## src/rtl/htf_pkg.sv

```systemverilog
// shared constants, types and saturation helpers for the holt trend forecaster
// no dependencies; every rtl file imports this package
`default_nettype none

package htf_pkg;

  localparam int SAMPLE_BITS_DEF = 16;
  localparam int FRAC_BITS       = 16;   // q31.16 level and trend
  localparam int GAIN_FRAC       = 16;   // gains are unsigned q1.16
  localparam int GAIN_W          = 17;
  localparam int HOR_W           = 4;
  localparam int Q_W             = 48;   // level, trend, forecast
  localparam int RES_W           = 24;   // residual fed to stage two
  localparam int WIDE_W          = 54;   // headroom before saturation
  localparam int DIFF_W          = 50;   // differences and magnitudes
  localparam int CHUNK_W         = 25;   // multiplier b operand
  localparam int ACC_W           = 68;
  localparam int HACC_W          = Q_W + HOR_W;
  localparam int QMAG_W          = DIFF_W + 1;
  localparam int ADDR_W          = 4;
  localparam int DATA_W          = 32;
  localparam int REG_IDX_W       = 2;

  localparam logic [GAIN_W-1:0] GAIN_ONE        = GAIN_W'(65536);
  localparam logic [GAIN_W-1:0] LEVEL_GAIN_RST  = GAIN_W'(26214);
  localparam logic [GAIN_W-1:0] TREND_GAIN_RST  = GAIN_W'(39322);
  localparam logic [HOR_W-1:0]  HORIZON_RST     = HOR_W'(1);
  localparam logic [ACC_W-1:0]  RND_BIAS        = ACC_W'(1) << (GAIN_FRAC - 1);

  localparam logic [REG_IDX_W-1:0] REG_LEVEL_GAIN    = 2'd0;
  localparam logic [REG_IDX_W-1:0] REG_TREND_GAIN    = 2'd1;
  localparam logic [REG_IDX_W-1:0] REG_HORIZON       = 2'd2;
  localparam logic [REG_IDX_W-1:0] REG_RESIDUAL_MODE = 2'd3;

  typedef struct packed {
    logic [GAIN_W-1:0] level_gain;
    logic [GAIN_W-1:0] trend_gain;
    logic [HOR_W-1:0]  horizon;
    logic              residual_mode;
  } cfg_t;

  typedef struct packed {
    logic en;     // accumulate this cycle
    logic start;  // restart from the bias instead of the old sum
    logic rnd;    // bias is half an lsb of the gain product
    logic hi;     // b operand is the upper chunk
  } mac_cmd_t;

  function automatic logic signed [Q_W-1:0] sat_q(input logic signed [WIDE_W-1:0] v);
    logic all_one;
    logic all_zero;
    all_one  = &v[WIDE_W-1:Q_W-1];
    all_zero = ~|v[WIDE_W-1:Q_W-1];
    if (all_one || all_zero) begin
      return v[Q_W-1:0];
    end else if (v[WIDE_W-1]) begin
      return {1'b1, {(Q_W-1){1'b0}}};
    end else begin
      return {1'b0, {(Q_W-1){1'b1}}};
    end
  endfunction

  function automatic logic signed [RES_W-1:0] sat_res(input logic signed [DIFF_W-1:0] v);
    logic all_one;
    logic all_zero;
    all_one  = &v[DIFF_W-1:RES_W-1];
    all_zero = ~|v[DIFF_W-1:RES_W-1];
    if (all_one || all_zero) begin
      return v[RES_W-1:0];
    end else if (v[DIFF_W-1]) begin
      return {1'b1, {(RES_W-1){1'b0}}};
    end else begin
      return {1'b0, {(RES_W-1){1'b1}}};
    end
  endfunction

endpackage

`default_nettype wire

```

## src/rtl/htf_cfg.sv

```systemverilog
// apb register file: level gain, trend gain, horizon, residual mode
// depends on htf_pkg
`default_nettype none

module htf_cfg (
  input  logic                       clk,
  input  logic                       rst,
  input  logic                       psel,
  input  logic                       penable,
  input  logic                       pwrite,
  input  logic [htf_pkg::ADDR_W-1:0] paddr,
  input  logic [htf_pkg::DATA_W-1:0] pwdata,
  output logic [htf_pkg::DATA_W-1:0] prdata,
  output logic                       pready,
  output htf_pkg::cfg_t              cfg
);
  import htf_pkg::*;

  logic                 wr;
  logic [REG_IDX_W-1:0] idx;
  logic [GAIN_W-1:0]    wgain;
  logic [GAIN_W-1:0]    gain_clamped;

  assign pready = 1'b1;
  assign wr     = psel && penable && pwrite;
  assign idx    = paddr[ADDR_W-1:2];
  assign wgain  = pwdata[GAIN_W-1:0];
  // gains above one are held at one
  assign gain_clamped = (wgain > GAIN_ONE) ? GAIN_ONE : wgain;

  always_ff @(posedge clk) begin
    if (rst) begin
      cfg.level_gain    <= LEVEL_GAIN_RST;
      cfg.trend_gain    <= TREND_GAIN_RST;
      cfg.horizon       <= HORIZON_RST;
      cfg.residual_mode <= 1'b0;
    end else if (wr) begin
      case (idx)
        REG_LEVEL_GAIN:    cfg.level_gain    <= gain_clamped;
        REG_TREND_GAIN:    cfg.trend_gain    <= gain_clamped;
        REG_HORIZON:       cfg.horizon       <= pwdata[HOR_W-1:0];
        REG_RESIDUAL_MODE: cfg.residual_mode <= pwdata[0];
        default: ;
      endcase
    end
  end

  always_comb begin
    case (idx)
      REG_LEVEL_GAIN:    prdata = DATA_W'(cfg.level_gain);
      REG_TREND_GAIN:    prdata = DATA_W'(cfg.trend_gain);
      REG_HORIZON:       prdata = DATA_W'(cfg.horizon);
      REG_RESIDUAL_MODE: prdata = DATA_W'(cfg.residual_mode);
      default:           prdata = '0;
    endcase
  end

endmodule

`default_nettype wire

```

## src/rtl/htf_mac.sv

```systemverilog
// shared 17x25 unsigned multiply-accumulate, one partial product per cycle while cmd.en is high
// depends on htf_pkg
`default_nettype none

module htf_mac (
  input  logic                        clk,
  input  htf_pkg::mac_cmd_t           cmd,
  input  logic [htf_pkg::GAIN_W-1:0]  op_a,
  input  logic [htf_pkg::CHUNK_W-1:0] op_b,
  output logic [htf_pkg::ACC_W-1:0]   acc
);
  import htf_pkg::*;

  logic [GAIN_W+CHUNK_W-1:0] prod;
  logic [ACC_W-1:0]          prod_sh;
  logic [ACC_W-1:0]          base;

  assign prod    = op_a * op_b;
  assign prod_sh = cmd.hi ? {{(ACC_W-GAIN_W-2*CHUNK_W){1'b0}}, prod, {CHUNK_W{1'b0}}}
                          : ACC_W'(prod);
  assign base    = cmd.start ? (cmd.rnd ? RND_BIAS : '0) : acc;

  always_ff @(posedge clk) begin
    if (cmd.en) begin
      acc <= base + prod_sh;
    end
  end

endmodule

`default_nettype wire

```

## src/rtl/htf_seq.sv

```systemverilog
// sequencer and datapath for both smoothing stages, stage state and output register
// depends on htf_pkg; drives the shared multiplier in htf_mac
`default_nettype none

module htf_seq #(
  parameter int SAMPLE_BITS = htf_pkg::SAMPLE_BITS_DEF
) (
  input  logic                               clk,
  input  logic                               rst,
  input  htf_pkg::cfg_t                      cfg,
  input  logic signed [SAMPLE_BITS-1:0]      sample,
  input  logic                               series_start,
  input  logic                               in_valid,
  output logic                               in_ready,
  output logic signed [htf_pkg::Q_W-1:0]     forecast,
  output logic signed [htf_pkg::Q_W-1:0]     level_now,
  output logic signed [htf_pkg::Q_W-1:0]     trend_now,
  output logic                               out_valid,
  input  logic                               out_ready,
  output htf_pkg::mac_cmd_t                  mac_cmd,
  output logic [htf_pkg::GAIN_W-1:0]         mac_a,
  output logic [htf_pkg::CHUNK_W-1:0]        mac_b,
  input  logic [htf_pkg::ACC_W-1:0]          mac_acc
);
  import htf_pkg::*;

  localparam int VW = (SAMPLE_BITS > RES_W) ? SAMPLE_BITS : RES_W;
  localparam int SW = 5;

  localparam logic [SW-1:0] S_IDLE   = 5'd0;
  localparam logic [SW-1:0] S_LOAD   = 5'd1;
  localparam logic [SW-1:0] S_INIT   = 5'd2;
  localparam logic [SW-1:0] S_TRINIT = 5'd3;
  localparam logic [SW-1:0] S_PREP   = 5'd4;
  localparam logic [SW-1:0] S_FC0    = 5'd5;
  localparam logic [SW-1:0] S_FC1    = 5'd6;
  localparam logic [SW-1:0] S_FCF    = 5'd7;
  localparam logic [SW-1:0] S_L0     = 5'd8;
  localparam logic [SW-1:0] S_L1     = 5'd9;
  localparam logic [SW-1:0] S_LF     = 5'd10;
  localparam logic [SW-1:0] S_TD0    = 5'd11;
  localparam logic [SW-1:0] S_TD1    = 5'd12;
  localparam logic [SW-1:0] S_T0     = 5'd13;
  localparam logic [SW-1:0] S_T1     = 5'd14;
  localparam logic [SW-1:0] S_TF     = 5'd15;
  localparam logic [SW-1:0] S_RES0   = 5'd16;
  localparam logic [SW-1:0] S_RES1   = 5'd17;
  localparam logic [SW-1:0] S_FIN    = 5'd18;

  logic [SW-1:0] state;
  logic          stg;
  logic          have_res;

  // per-stage state
  logic signed [Q_W-1:0] lvl  [2];
  logic signed [Q_W-1:0] trd  [2];
  logic signed [VW-1:0]  prv  [2];
  logic [1:0]            seen [2];

  // working registers of the stage in progress
  logic signed [VW-1:0]     v;
  logic signed [Q_W-1:0]    cl;
  logic signed [Q_W-1:0]    ct;
  logic signed [VW-1:0]     cp;
  logic signed [DIFF_W-1:0] tmp;
  logic [DIFF_W-1:0]        mag;
  logic                     neg;
  logic signed [Q_W-1:0]    fc;
  logic signed [Q_W-1:0]    nl;
  logic signed [Q_W-1:0]    res_fc;
  logic signed [Q_W-1:0]    res_l;
  logic signed [Q_W-1:0]    res_t;

  logic signed [WIDE_W-1:0]       vq;
  logic signed [DIFF_W-1:0]       cpq;
  logic signed [VW:0]             td;
  logic signed [WIDE_W-1:0]       trinit;
  logic signed [WIDE_W-1:0]       add_base;
  logic signed [WIDE_W-1:0]       add_mag;
  logic signed [WIDE_W-1:0]       add_out;
  logic signed [Q_W-1:0]          sat_out;
  logic signed [DIFF_W-1:0]       dif_a;
  logic signed [DIFF_W-1:0]       dif_b;
  logic                           d_neg;
  logic [DIFF_W-1:0]              d_mag;
  logic [QMAG_W-1:0]              qmag;
  logic signed [DIFF_W-1:0]       rsh;
  logic                           rcorr;
  logic signed [DIFF_W-1:0]       rint;
  logic                           out_free;

  assign in_ready = (state == S_IDLE);
  assign out_free = !out_valid || out_ready;

  assign vq     = {{(WIDE_W-VW-FRAC_BITS){v[VW-1]}}, v, {FRAC_BITS{1'b0}}};
  assign cpq    = {{(DIFF_W-VW-FRAC_BITS){cp[VW-1]}}, cp, {FRAC_BITS{1'b0}}};
  assign td     = (VW+1)'(v) - (VW+1)'(cp);
  assign trinit = {{(WIDE_W-VW-1-FRAC_BITS){td[VW]}}, td, {FRAC_BITS{1'b0}}};
  assign qmag   = mac_acc[GAIN_FRAC +: QMAG_W];

  // signed add of a magnitude: forecast, new level and new trend
  always_comb begin
    case (state)
      S_FCF:   add_base = WIDE_W'(cl);
      S_LF:    add_base = WIDE_W'(tmp);
      default: add_base = WIDE_W'(ct);
    endcase
    if (state == S_FCF) begin
      add_mag = $signed({{(WIDE_W-HACC_W){1'b0}}, mac_acc[HACC_W-1:0]});
    end else begin
      add_mag = $signed({{(WIDE_W-QMAG_W){1'b0}}, qmag});
    end
    add_out = neg ? add_base - add_mag : add_base + add_mag;
    sat_out = sat_q(add_out);
  end

  // difference to sign and magnitude for the multiplier
  always_comb begin
    case (state)
      S_PREP: begin
        dif_a = DIFF_W'(ct);
        dif_b = '0;
      end
      S_FCF: begin
        dif_a = vq[DIFF_W-1:0];
        dif_b = tmp;
      end
      default: begin
        dif_a = tmp;
        dif_b = DIFF_W'(ct);
      end
    endcase
    d_neg = dif_a < dif_b;
    d_mag = d_neg ? DIFF_W'(dif_b - dif_a) : DIFF_W'(dif_a - dif_b);
  end

  // residual truncated toward zero
  assign rsh   = tmp >>> FRAC_BITS;
  assign rcorr = tmp[DIFF_W-1] && (tmp[FRAC_BITS-1:0] != '0);
  assign rint  = rsh + $signed({{(DIFF_W-1){1'b0}}, rcorr});

  // multiplier commands
  always_comb begin
    mac_cmd = '0;
    mac_a   = cfg.trend_gain;
    mac_b   = mag[CHUNK_W-1:0];
    case (state)
      S_FC0, S_FC1: mac_a = {{(GAIN_W-HOR_W){1'b0}}, cfg.horizon};
      S_L0, S_L1:   mac_a = cfg.level_gain;
      default: ;
    endcase
    case (state)
      S_FC0: begin
        mac_cmd.en    = 1'b1;
        mac_cmd.start = 1'b1;
      end
      S_L0, S_T0: begin
        mac_cmd.en    = 1'b1;
        mac_cmd.start = 1'b1;
        mac_cmd.rnd   = 1'b1;
      end
      S_FC1, S_L1, S_T1: begin
        mac_cmd.en = 1'b1;
        mac_cmd.hi = 1'b1;
        mac_b      = mag[DIFF_W-1:CHUNK_W];
      end
      default: ;
    endcase
  end

  // control
  always_ff @(posedge clk) begin
    if (rst) begin
      state     <= S_IDLE;
      stg       <= 1'b0;
      have_res  <= 1'b0;
      out_valid <= 1'b0;
      seen[0]   <= 2'd0;
      seen[1]   <= 2'd0;
    end else begin
      if (out_valid && out_ready) begin
        out_valid <= 1'b0;
      end
      case (state)
        S_IDLE: begin
          if (in_valid) begin
            state    <= S_LOAD;
            stg      <= 1'b0;
            have_res <= 1'b0;
            if (series_start) begin
              seen[0] <= 2'd0;
              seen[1] <= 2'd0;
            end
          end
        end
        S_LOAD:   state <= (seen[stg] == 2'd0) ? S_INIT : S_TRINIT;
        S_INIT: begin
          seen[stg] <= 2'd1;
          state     <= S_FIN;
        end
        S_TRINIT: state <= S_PREP;
        S_PREP:   state <= S_FC0;
        S_FC0:    state <= S_FC1;
        S_FC1:    state <= S_FCF;
        S_FCF:    state <= S_L0;
        S_L0:     state <= S_L1;
        S_L1:     state <= S_LF;
        S_LF:     state <= S_TD0;
        S_TD0:    state <= S_TD1;
        S_TD1:    state <= S_T0;
        S_T0:     state <= S_T1;
        S_T1:     state <= S_TF;
        S_TF: begin
          seen[stg] <= 2'd2;
          if (stg == cfg.residual_mode) begin
            have_res <= 1'b1;
          end
          state <= stg ? S_FIN : S_RES0;
        end
        S_RES0:   state <= S_RES1;
        S_RES1: begin
          stg   <= 1'b1;
          state <= S_LOAD;
        end
        S_FIN: begin
          if (!have_res) begin
            state <= S_IDLE;
          end else if (out_free) begin
            out_valid <= 1'b1;
            state     <= S_IDLE;
          end
        end
        default:  state <= S_IDLE;
      endcase
    end
  end

  // datapath
  always_ff @(posedge clk) begin
    case (state)
      S_IDLE: begin
        if (in_valid) begin
          v <= VW'(sample);
        end
      end
      S_LOAD: begin
        cl <= lvl[stg];
        ct <= trd[stg];
        cp <= prv[stg];
      end
      S_INIT: begin
        lvl[stg] <= sat_q(vq);
        trd[stg] <= '0;
        prv[stg] <= v;
      end
      S_TRINIT: begin
        // second value of a series sets the trend
        if (seen[stg] == 2'd1) begin
          ct <= sat_q(trinit);
        end
      end
      S_PREP: begin
        tmp <= DIFF_W'(cl) + DIFF_W'(ct);
        mag <= d_mag;
        neg <= d_neg;
      end
      S_FCF: begin
        fc  <= sat_out;
        mag <= d_mag;
        neg <= d_neg;
      end
      S_LF:  nl  <= sat_out;
      S_TD0: tmp <= DIFF_W'(nl) - DIFF_W'(cl);
      S_TD1: begin
        mag <= d_mag;
        neg <= d_neg;
      end
      S_TF: begin
        lvl[stg] <= nl;
        trd[stg] <= sat_out;
        prv[stg] <= v;
        if (stg == cfg.residual_mode) begin
          res_fc <= fc;
          res_l  <= nl;
          res_t  <= sat_out;
        end
      end
      S_RES0: tmp <= DIFF_W'(fc) - cpq;
      S_RES1: v   <= VW'(sat_res(rint));
      S_FIN: begin
        if (have_res && out_free) begin
          forecast  <= res_fc;
          level_now <= res_l;
          trend_now <= res_t;
        end
      end
      default: ;
    endcase
  end

`ifndef SYNTHESIS
  a_busy_after_accept: assert property (@(posedge clk) disable iff (rst)
    in_valid && in_ready |=> !in_ready)
    else $error("accepted a second beat while busy");

  a_seen_range: assert property (@(posedge clk) disable iff (rst)
    seen[0] != 2'd3 && seen[1] != 2'd3)
    else $error("seen count beyond two");

  a_stage_two_order: assert property (@(posedge clk) disable iff (rst)
    state == S_TF && stg |-> seen[0] == 2'd2)
    else $error("stage two updated without a stage one forecast");

  a_result_source: assert property (@(posedge clk) disable iff (rst)
    $rose(out_valid) |-> $past(state) == S_FIN && $past(have_res))
    else $error("output beat raised outside the finish step");
`endif

endmodule

`default_nettype wire

```

## src/rtl/holt_trend_forecaster_core.sv

```systemverilog
// top level of the holt trend forecaster: apb registers, shared multiplier, sequencer
// depends on htf_pkg, htf_cfg, htf_mac and htf_seq
//
// channel   direction  handshake               payload
// apb       in/out     psel penable pready     paddr pwdata prdata
// in        in         in_valid in_ready       sample series_start
// out       out        out_valid out_ready     forecast level_now trend_now
//
// one beat at a time: in_ready is low from acceptance until the sequencer is back in idle.
// a sample on which both stages update is bound by the one 17x25 multiplier, which makes
// three products per stage in two passes each.
// the first sample of a series only initialises stage one and goes straight to the finish step.
// a result waits in the output register; the next beat is taken meanwhile and only its
// finish step stalls while out_valid is high and out_ready is low.
// synchronous reset puts registers at their reset values and both stages at empty.
`default_nettype none

module holt_trend_forecaster_core #(
  parameter int SAMPLE_BITS = htf_pkg::SAMPLE_BITS_DEF
) (
  input  logic                           clk,
  input  logic                           rst,
  input  logic                           psel,
  input  logic                           penable,
  input  logic                           pwrite,
  input  logic [htf_pkg::ADDR_W-1:0]     paddr,
  input  logic [htf_pkg::DATA_W-1:0]     pwdata,
  output logic [htf_pkg::DATA_W-1:0]     prdata,
  output logic                           pready,
  input  logic signed [SAMPLE_BITS-1:0]  sample,
  input  logic                           series_start,
  input  logic                           in_valid,
  output logic                           in_ready,
  output logic signed [htf_pkg::Q_W-1:0] forecast,
  output logic signed [htf_pkg::Q_W-1:0] level_now,
  output logic signed [htf_pkg::Q_W-1:0] trend_now,
  output logic                           out_valid,
  input  logic                           out_ready
);
  import htf_pkg::*;

  cfg_t               cfg;
  mac_cmd_t           mac_cmd;
  logic [GAIN_W-1:0]  mac_a;
  logic [CHUNK_W-1:0] mac_b;
  logic [ACC_W-1:0]   mac_acc;

  htf_cfg u_cfg (
    .clk     (clk),
    .rst     (rst),
    .psel    (psel),
    .penable (penable),
    .pwrite  (pwrite),
    .paddr   (paddr),
    .pwdata  (pwdata),
    .prdata  (prdata),
    .pready  (pready),
    .cfg     (cfg)
  );

  htf_mac u_mac (
    .clk  (clk),
    .cmd  (mac_cmd),
    .op_a (mac_a),
    .op_b (mac_b),
    .acc  (mac_acc)
  );

  htf_seq #(
    .SAMPLE_BITS (SAMPLE_BITS)
  ) u_seq (
    .clk          (clk),
    .rst          (rst),
    .cfg          (cfg),
    .sample       (sample),
    .series_start (series_start),
    .in_valid     (in_valid),
    .in_ready     (in_ready),
    .forecast     (forecast),
    .level_now    (level_now),
    .trend_now    (trend_now),
    .out_valid    (out_valid),
    .out_ready    (out_ready),
    .mac_cmd      (mac_cmd),
    .mac_a        (mac_a),
    .mac_b        (mac_b),
    .mac_acc      (mac_acc)
  );

endmodule

`default_nettype wire

```

## config.mk

```make
export PLATFORM = sky130hd
export DESIGN_NAME = holt_trend_forecaster_core
export DESIGN_NICKNAME = d
export VERILOG_FILES = /design/src/rtl/htf_pkg.sv /design/src/rtl/htf_cfg.sv /design/src/rtl/htf_mac.sv /design/src/rtl/htf_seq.sv /design/src/rtl/holt_trend_forecaster_core.sv
export SDC_FILE = /design/constraint.sdc
export NUM_CORES = 2
export LEC_CHECK = 0
export ABC_AREA = 0
export BUFFER_PORTS_ARGS = -buffer_cell sky130_fd_sc_hd__buf_2
export CAP_MARGIN = 5
export CORE_MARGIN = 8
export CORE_UTILIZATION = 50
export DETAILED_ROUTE_END_ITERATION = 10
export MAX_ROUTING_LAYER = met4
export PLACE_DENSITY = 0.66
export REMOVE_ABC_BUFFERS = 1
export SLEW_MARGIN = 20
export SYNTH_ARGS = -nofsm -noshare
export SYNTH_HDL_FRONTEND = slang
export SYNTH_SLANG_ARGS = --single-unit
```

## constraint.sdc

```tcl
create_clock -name clk -period 14.6 [get_ports clk]
set_input_delay 0.73 -clock clk [delete_from_list [all_inputs] [get_ports clk]]
set_output_delay 0.73 -clock clk [all_outputs]
set_load 0.01 [all_outputs]
```

==> flow_summary.ini <==
[synth]
synth_top_flop_cell = edfxtp_1
ys_async_sr_fraction_pct = 0
synth_area_um2 = 74700
yosys-mux-area-fraction_pct = 3.32
yosysTopAreaCellShare_pct = 37.7
yosysMostFrequentCell = edfxtp_1
syn_area_per_cell_um2 = 9.82
synth_cell_types = 94
synth_edf_count = 939
synth_common_cells = edfxtp_1 (939), nand2_1 (804), inv_1 (712), nor2_1 (576), a21oi_1 (549)
synth_xor_area_share_pct = 4.59
synth.largest_area_cell = edfxtp_1
ys_top_cells_by_area = edfxtp_1 (38%), fa_1 (9.4%), ha_1 (8.2%)
synth_compound_area_share_pct = 16.4
yosys_warnings = 0
ys_seq_elements = 987
ys_seq_area_share_pct = 39.0
synth_top_family_by_area = adder cells
synthAdderAreaFrac_pct = 17.6
synth-simple-area-share_pct = 13.4
syn_inst = 7611

[setup_path]
cp_slowest_stage_delay_ps = 730
cp.arrival_ps = 13760
start_kind = flop
slowest_stage = a21oi_4
crit_required_ps = 15080
cp-end-kind = flop
cp_max_fo = 56
crit_type = flop to flop

[cells_and_area]
area.growth.synth_to_final_pct = 8.75
fin_util_pct = 54.5
drive_gt1_share_pct = 8.30
final_nets = 8557
n_fill_cell = 13200
fin_cells = 9698

[floorplan]
ios = 239
dieWidth_um = 403
start_util_pct = 50.1
core.rowCount = 142
core-area_um2 = 149000
die_h_um = 403
die_area_um2 = 162000

[sta]
fin_ws_ps = 1320
final_hold_viol_count = 0
fin_tns_setup_ps = 0
skew_ps = 101
relSlewSlack_pct = 17.5
finalSetupViolCount = 0
final.min_clock_period_ps = 13280
fmax_ghz = 0.0753
tightest_slew_ps = 1230
slew_viol_final = 0
grt_setup_unrepaired = false
fin_crit_sh_pct = 91.0

[clocking]
cts_sinks = 987
cts_hold_buf = 0
clock_latency_ps = 780
cts_root_buffer = clkbuf_16
post-cts-setup-buffers = 0
clk_pin_slew_ps = 60
cts.htree.levels = 3
cts_buffer_depth = 3
cts_tree = yes
cts_buffers = 105
post_cts_resized = 0

[detailed_routing]
drtIter0Drc = 6133
wl_per_cell_um = 25.7
viasPerCell = 6.17
remaining_drc_errors = 0
ant_nets = 0
via_count = 59800
dr.pass1.iters = 9
drt-total-wl_um = 249000

[min_path]
hp-class = primary input to flop

[global_route]
grt_max_degree = 100
gr-usage-all-layers_pct = 30.8
grt_first_pass_wirelength_um = 374000
globalRouteOverflowTotal = 0
antenna_found_initial = 13
grt_pass1_vias = 58700

[place]
finalWeightedCongestion = 1.04
placed_cells = 9492
place_ws_ps = 1540
portBuffers = 205
dpl.hpwl_um = 193000

[status]
outcome = completed

[run]
drv_cap = 0
-- path summary, 6_finish.rpt --
check	start	to	slack, ps	depth (start not counted)
min	in_valid	u_seq.have_res	240	2
min reg2reg	u_seq.res_fc[25]	u_seq.forecast[25]	420	0
max	u_seq.state[3]	u_mac.acc[59]	1320	41
max reg2reg	u_seq.state[3]	u_mac.acc[59]	1320	41
-- state kept, by name (all words and copies together) (netlist names), 49 cells and up, named ones only --
| name | count |
|---|---|
| u_seq.trd | 96 |
| u_seq.lvl | 96 |
| u_mac.acc | 67 |
| u_seq.mag | 50 |
| u_seq.tmp | 49 |
-- cell families (layout without fill, tap and decap cells) --
group,Yosys count,in the layout
other,2,21
flip-flops,987,987
XOR/XNOR,390,390
adder cells (fa/ha/maj),840,840
AND/OR/NAND/NOR,2173,2173
buffers and inverters,1086,1210
multiplexers,237,237
AO/OA/AOI/OAI,1896,1896
-- per-layer routing --
| layer | track usage, % | up-vias | routed length (um) |
|---|---|---|---|
| li1 | - | 27100 | - |
| met1 | 41.6 | 29600 | 107000 |
| met2 | 48.3 | 2671 | 113000 |
| met3 | 3.97 | 482 | 18700 |
| met4 | 10.3 | 0 | 9720 |
| met5 | - | - | 0 |
-- layout by cell type (no fill, tap or decap), drive strengths merged, types with 83 or more instances in the layout --
master  count
nand3     103
clkbuf    120
a21o      210
ha        488
fa        352
nor2b     162
nand4      89
a22oi      90
o21bai     83
nand2     804
xnor2     191
buf       296
nor3       97
a21oi     550
mux2i     156
xor2      199
inv       731
o21ai     397
a221o      90
edfxtp    939
nor2      576
and2       93
-- stage by stage --
stage          hold WS, ps  instance area, um^2
2_1_floorplan          400                73300
3_3_place_gp           402                77600
3_5_place_dp           405                77600
4_1_cts                197                81200
5_1_grt                234                81300
6_report               243                81300
-- final cells by class --
class | count | area (um^2) | area share [%]
Antenna cell | 5 | 12.5 | 0.0154
Inverter | 714 | 2690 | 3.31
Clock buffer | 119 | 2700 | 3.32
Tap cell | 1944 | 2430 | 2.99
Timing Repair Buffer | 297 | 1740 | 2.15
Sequential cell | 987 | 29200 | 35.9
Multi-Input combinational cell | 5552 | 41600 | 51.2
Clock inverter | 80 | 912 | 1.12
-- worst max-delay path, delay by kind of cell, from the launching register on --
family	cells	cell delay, ps
AOI/OAI and AO/OA	19	5110
xor gates and xnor gates	2	330
adders and majority gates	8	4000
buffers and inverters	4	830
DFF	1	540
and+or+nand+nor	8	2160
Power is not shown: default switching activity piles up to over one toggle a cycle in this logic, so the estimate is an artifact.
